## config.mk

```make
export PLATFORM = sky130hd
export DESIGN_NAME = aes_ram
export DESIGN_NICKNAME = d
export VERILOG_FILES = /design/src/rtl/core/aes_ram.sv
export SDC_FILE = /design/constraint.sdc
export NUM_CORES = 1
export LEC_CHECK = 0
export BUFFER_PORTS_ARGS = -buffer_cell sky130_fd_sc_hd__buf_2
export CORE_UTILIZATION = 35
export CTS_CLUSTER_DIAMETER = 40
export DETAILED_ROUTE_END_ITERATION = 16
export RECOVER_POWER = 50
export SETUP_SLACK_MARGIN = 0.4
export SYNTH_ARGS = -nofsm -noshare
export SYNTH_HDL_FRONTEND = slang
export SYNTH_SLANG_ARGS = --single-unit
```

## constraint.sdc

```tcl
create_clock -name clk -period 10.5 [get_ports clk]
set_clock_uncertainty 0.1 [all_clocks]
set_input_delay 1.575 -clock clk [delete_from_list [all_inputs] [get_ports clk]]
set_output_delay 1.575 -clock clk [all_outputs]
set_load 0.005 [all_outputs]
```

## src/rtl/core/aes_ram.sv

```systemverilog
// Generic single-port-write, single-port-read RAM with registered read.
// No dependencies.
module aes_ram #(
  parameter int WIDTH = 32,
  parameter int DEPTH = 44
) (
  input  logic                     clk,
  input  logic                     we,
  input  logic [$clog2(DEPTH)-1:0] waddr,
  input  logic [WIDTH-1:0]         wdata,
  input  logic [$clog2(DEPTH)-1:0] raddr,
  output logic [WIDTH-1:0]         rdata
);
  logic [WIDTH-1:0] mem [DEPTH];

  always_ff @(posedge clk) begin
    if (we) mem[waddr] <= wdata;
    rdata <= mem[raddr];
  end
endmodule
```

==> flow_summary_export.csv <==
group,metric,value,unit
drt,drtPass1Iterations,11,
timing,hold_violation_total_from_the_final_report,0,
critical_path,cp_data_arrival_time,5.01,ns
clocking,clock_tree.htree_level_count,4,
critical_path,timing.critical_path.from_type,"input pin",
critical_path,cell_by_cell_listing_of_the_critical_path,"buf_8 -> buf_4 -> buf_12 -> mux4_2 -> a22oi_1 -> a21oi_1 -> a21oi_1 -> o31ai_1",
placed_design,place_inst,4550,
drt,drcViolationCount,8,
synth,post_synth_edffs,1408,
timing,worstMarginPinSlew,2.28,ns
clocking,cts_post_setup_buffers_inserted,0,
power,sequential_share_of_power,0.517,
synth,asyncSetResetFlopFracSynth,0,
timing,max_freq,224,MHz
min_path,worstHoldPathCells,5,
floorplan,die_y,397,µm
clocking,ctsHoldBuffers,0,
critical_path,critical_path_capture_point_type,"flop",
synth,synth_flop_cell,"edfxtp_1",
run_status,violated_checks,"design-rule violations, max-capacitance violations, max-slew violations",
timing,final_max_slew_viol_count,1440,
layout,num-fill-cells,13376,
layout,areaGrowthSynthToFinish,15.1,%
critical_path,critPathSlowestCell,"buf_4",
clocking,ctsResizeCount,0,
synth,number_of_storage_elements_in_the_synthesis_netlist,1440,
min_path,holdCritStartpoint,"mem[41][0]",
clocking,clock_sink_count,1440,
floorplan,die_w,397,µm
synth,ys_seq_area_frac,0.787,
clocking,cts_inserted_buffers,157,
critical_path,reg2reg_slack,8.36,ns
power,total_switching_power,0.00268,W
floorplan,die_footprint,157000,µm²
min_path,worst_hold_path.endpoint,"rdata[0]",
grt,grt_overflow_total,0,
power,max-vdd-ir-drop,0.154,mV
critical_path,critPathBufInv,3,
floorplan,num_io_pins,78,
layout,multi_input_comb_area,11300,µm²
layout,final_nets,2711,
grt,pin_count_of_the_biggest_net_entering_global_routing,116,
synth,synthesis.nets,2546,
timing,final.setup.worst_slack,6.04,ns
clocking,insertion_delay,0.78,ns
power,leakage,19.5,nW
grt,grt_overall_usage,0.176,
run_status,run_status,"finished with violations",
synth,synth-warning-count,0,
grt,first_global_vias,26331,
placed_design,detailedPlacementHpwl,72.7,mm
clocking,cts-root-buf,"clkbuf_16",
clocking,clockBufferDepth,3,
synth,synth.lib_cells_used.distinct,33,
min_path,hold_path_class,"flop to flop",
drt,route.detailed.wl_per_inst,28.7,µm
timing,fin_setup_tns,0,ns
layout,drive_gt1_frac,0.254,
synth,average_footprint_of_a_synthesized_cell,21.8,µm²
clocking,cts_tree,"yes",
critical_path,slowest_delay,0.76,ns
timing,setup_viol,0,
drt,post_drt_via_cell_ratio,5.48,
timing,post-route-period-util,0.425,
critical_path,timing.critical_path.required,11.05,ns
grt,grt_first_pass_wirelength,196,mm
timing,timing.max_slew.rel_slack,-0.519,
placed_design,dpl_worst_slack,5.12,ns
floorplan,core_area,154000,µm²
drt,drtIter0Drc,3292,
critical_path,critical_path.reg2reg.endpoint,"rdata[9]",
timing,timing.final.crit_period,4.46,ns
layout,register_area,42900,µm²
synth,syn_inst,2500,
synth,netlist_area,54600,µm²
clocking,clk_pin_slew,0.07,ns
synth,post_synth_most_frequent_cells,"edfxtp_1, mux4_2, mux2i_1",
critical_path,crit_path_max_fanout,94,
critical_path,timing_worst_setup_path_type,"input pin to flop",
power,comb_power_share,0.044,
drt,detail_route_antenna_nets,0,
floorplan,start_util,0.353,
drt,route.final.wire_length,139,mm
floorplan,fp-row-count,144,
synth,yosysMostFrequentCell,"edfxtp_1",
grt,antenna_found_initial,11,
power,power-per-cell-area,197,nW/µm²
layout,antenna-diode-count,0,
placed_design,placement.io_buffers,77,
synth,top_cells_by_area_synth,"edfxtp_1, mux4_2, mux2i_1",
power,power.share.switching,0.216,
critical_path,regToRegStartpoint,"mem[31][9]",
synth,synth_top_area_frac,0.775,
critical_path,cp_common_cell,"a21oi_1",
job,maxCapViolations,32,
timing,setup_repair_after_global_routing_missed_its_margin,"false",
power,share_of_power_burned_in_the_clock_network,0.440,
placed_design,gp_routability_congestion,0.773,
synth,netlist.top_cell.by_area,"edfxtp_1",
power,intPower,0.00970,W
drt,vias,26527,
critical_path,timing.critical_path.max_delay_family,"buffers and inverters",
layout,finalNonFillerCells,4837,
critical_path,timing.reg2reg.worst_path_depth,5,
==> logic make-up (layout without fill, tap and decap cells) <==
family	count (synthesis)	in the layout	synth area share
flops	1440	1440	0.787
buf+inv	145	438	0.0127
compound gates	288	288	0.0338
simple gates	147	147	0.0114
mux	480	480	0.156
==> worst min-delay path: cells and delay by family, from the launching register on <==
family / cells / cell delay, ns
muxes: 1 / 0.23
AOI/OAI and AO/OA: 3 / 0.20
and+or+nand+nor: 1 / 0.05
DFF: 1 / 0.31
==> metal layers <==
metal,part of all wire,vias up,track usage,routed length (µm)
li1,-,10894,-,-
met4,0.020,2,0.0490,2720
met5,0.000058,-,0,8
met2,0.45,1204,0.262,63100
met1,0.43,14252,0.259,60100
met3,0.094,175,0.0397,13100
==> per-stage QoR <==
step | total power [W] | area, µm² | hold slack (ns) | utilization
final | 0.0124 | 62800 | 0.715 | 0.407
after floorplan | 0.00680 | 54600 | 0.643 | -
after CTS | 0.0125 | 62900 | 0.705 | 0.407
after detailed placement | 0.00706 | 57800 | 0.688 | 0.374
after global routing | 0.0127 | 62800 | 0.795 | 0.407
after global placement | 0.00705 | 57800 | 0.702 | 0.374
==> cells in the final DEF (no fill, tap or decap), types with 4 or more instances in the layout <==
cell        count
mux2i_1       128
inv_8           8
nor2_1         17
clkinv_1       15
clkinv_2       15
nand3_1         5
o21ai_1        26
edfxtp_1     1408
inv_6          17
clkbuf_1       73
mux4_2        288
a22oi_1        64
nand2b_1        5
buf_4          68
buf_2          37
a221oi_1       32
clkinvlp_4     11
a21oi_1        74
nand2_1        61
nor2_4         37
o31ai_1        10
clkbuf_8        4
clkbuf_16     162
dfxtp_1        32
clkinv_4        8
bufinv_16      10
o22ai_1        32
mux2_2         25
o211ai_1       22
o21ai_0        28
buf_12          4
mux2_1         39
==> state kept, by name, indices dropped and copies added (netlist names) <==
signal / count
mem: 1408
rdata: 32
==> how the worst max path moves through the flow <==
stage,startpoint,endpoint,slack (ns),depth (start not counted)
2_1_floorplan,waddr[1],mem[21][0],5.03,2
3_3_place_gp,raddr[0],rdata[25],5.10,8
6_report,raddr[0],rdata[25],6.04,8
3_5_place_dp,raddr[0],rdata[25],5.12,8
4_1_cts,raddr[0],rdata[25],5.95,8
5_1_grt,raddr[0],rdata[25],5.74,8
==> power by group through the flow <==
stage / combinational (W) / clock (W) / sequential [W]
finish: 0.000541 / 0.00544 / 0.00640
global route: 0.000579 / 0.00574 / 0.00640
CTS: 0.000548 / 0.00552 / 0.00639
detailed placement: 0.000547 / 0 / 0.00651
global placement: 0.000542 / 0 / 0.00651
floorplan: 0.000309 / 0 / 0.00650
==> cell type report <==
type                            instances  area share
Multi-Input combinational cell        915       0.179
Timing Repair Buffer                  150      0.0153
Clock buffer                          201      0.0675
Inverter                                1   0.0000598
Clock inverter                         86      0.0136
Sequential cell                      1440       0.683
Tap cell                             2044      0.0407
No activity file was read; power rests on OpenSTA's default activity.
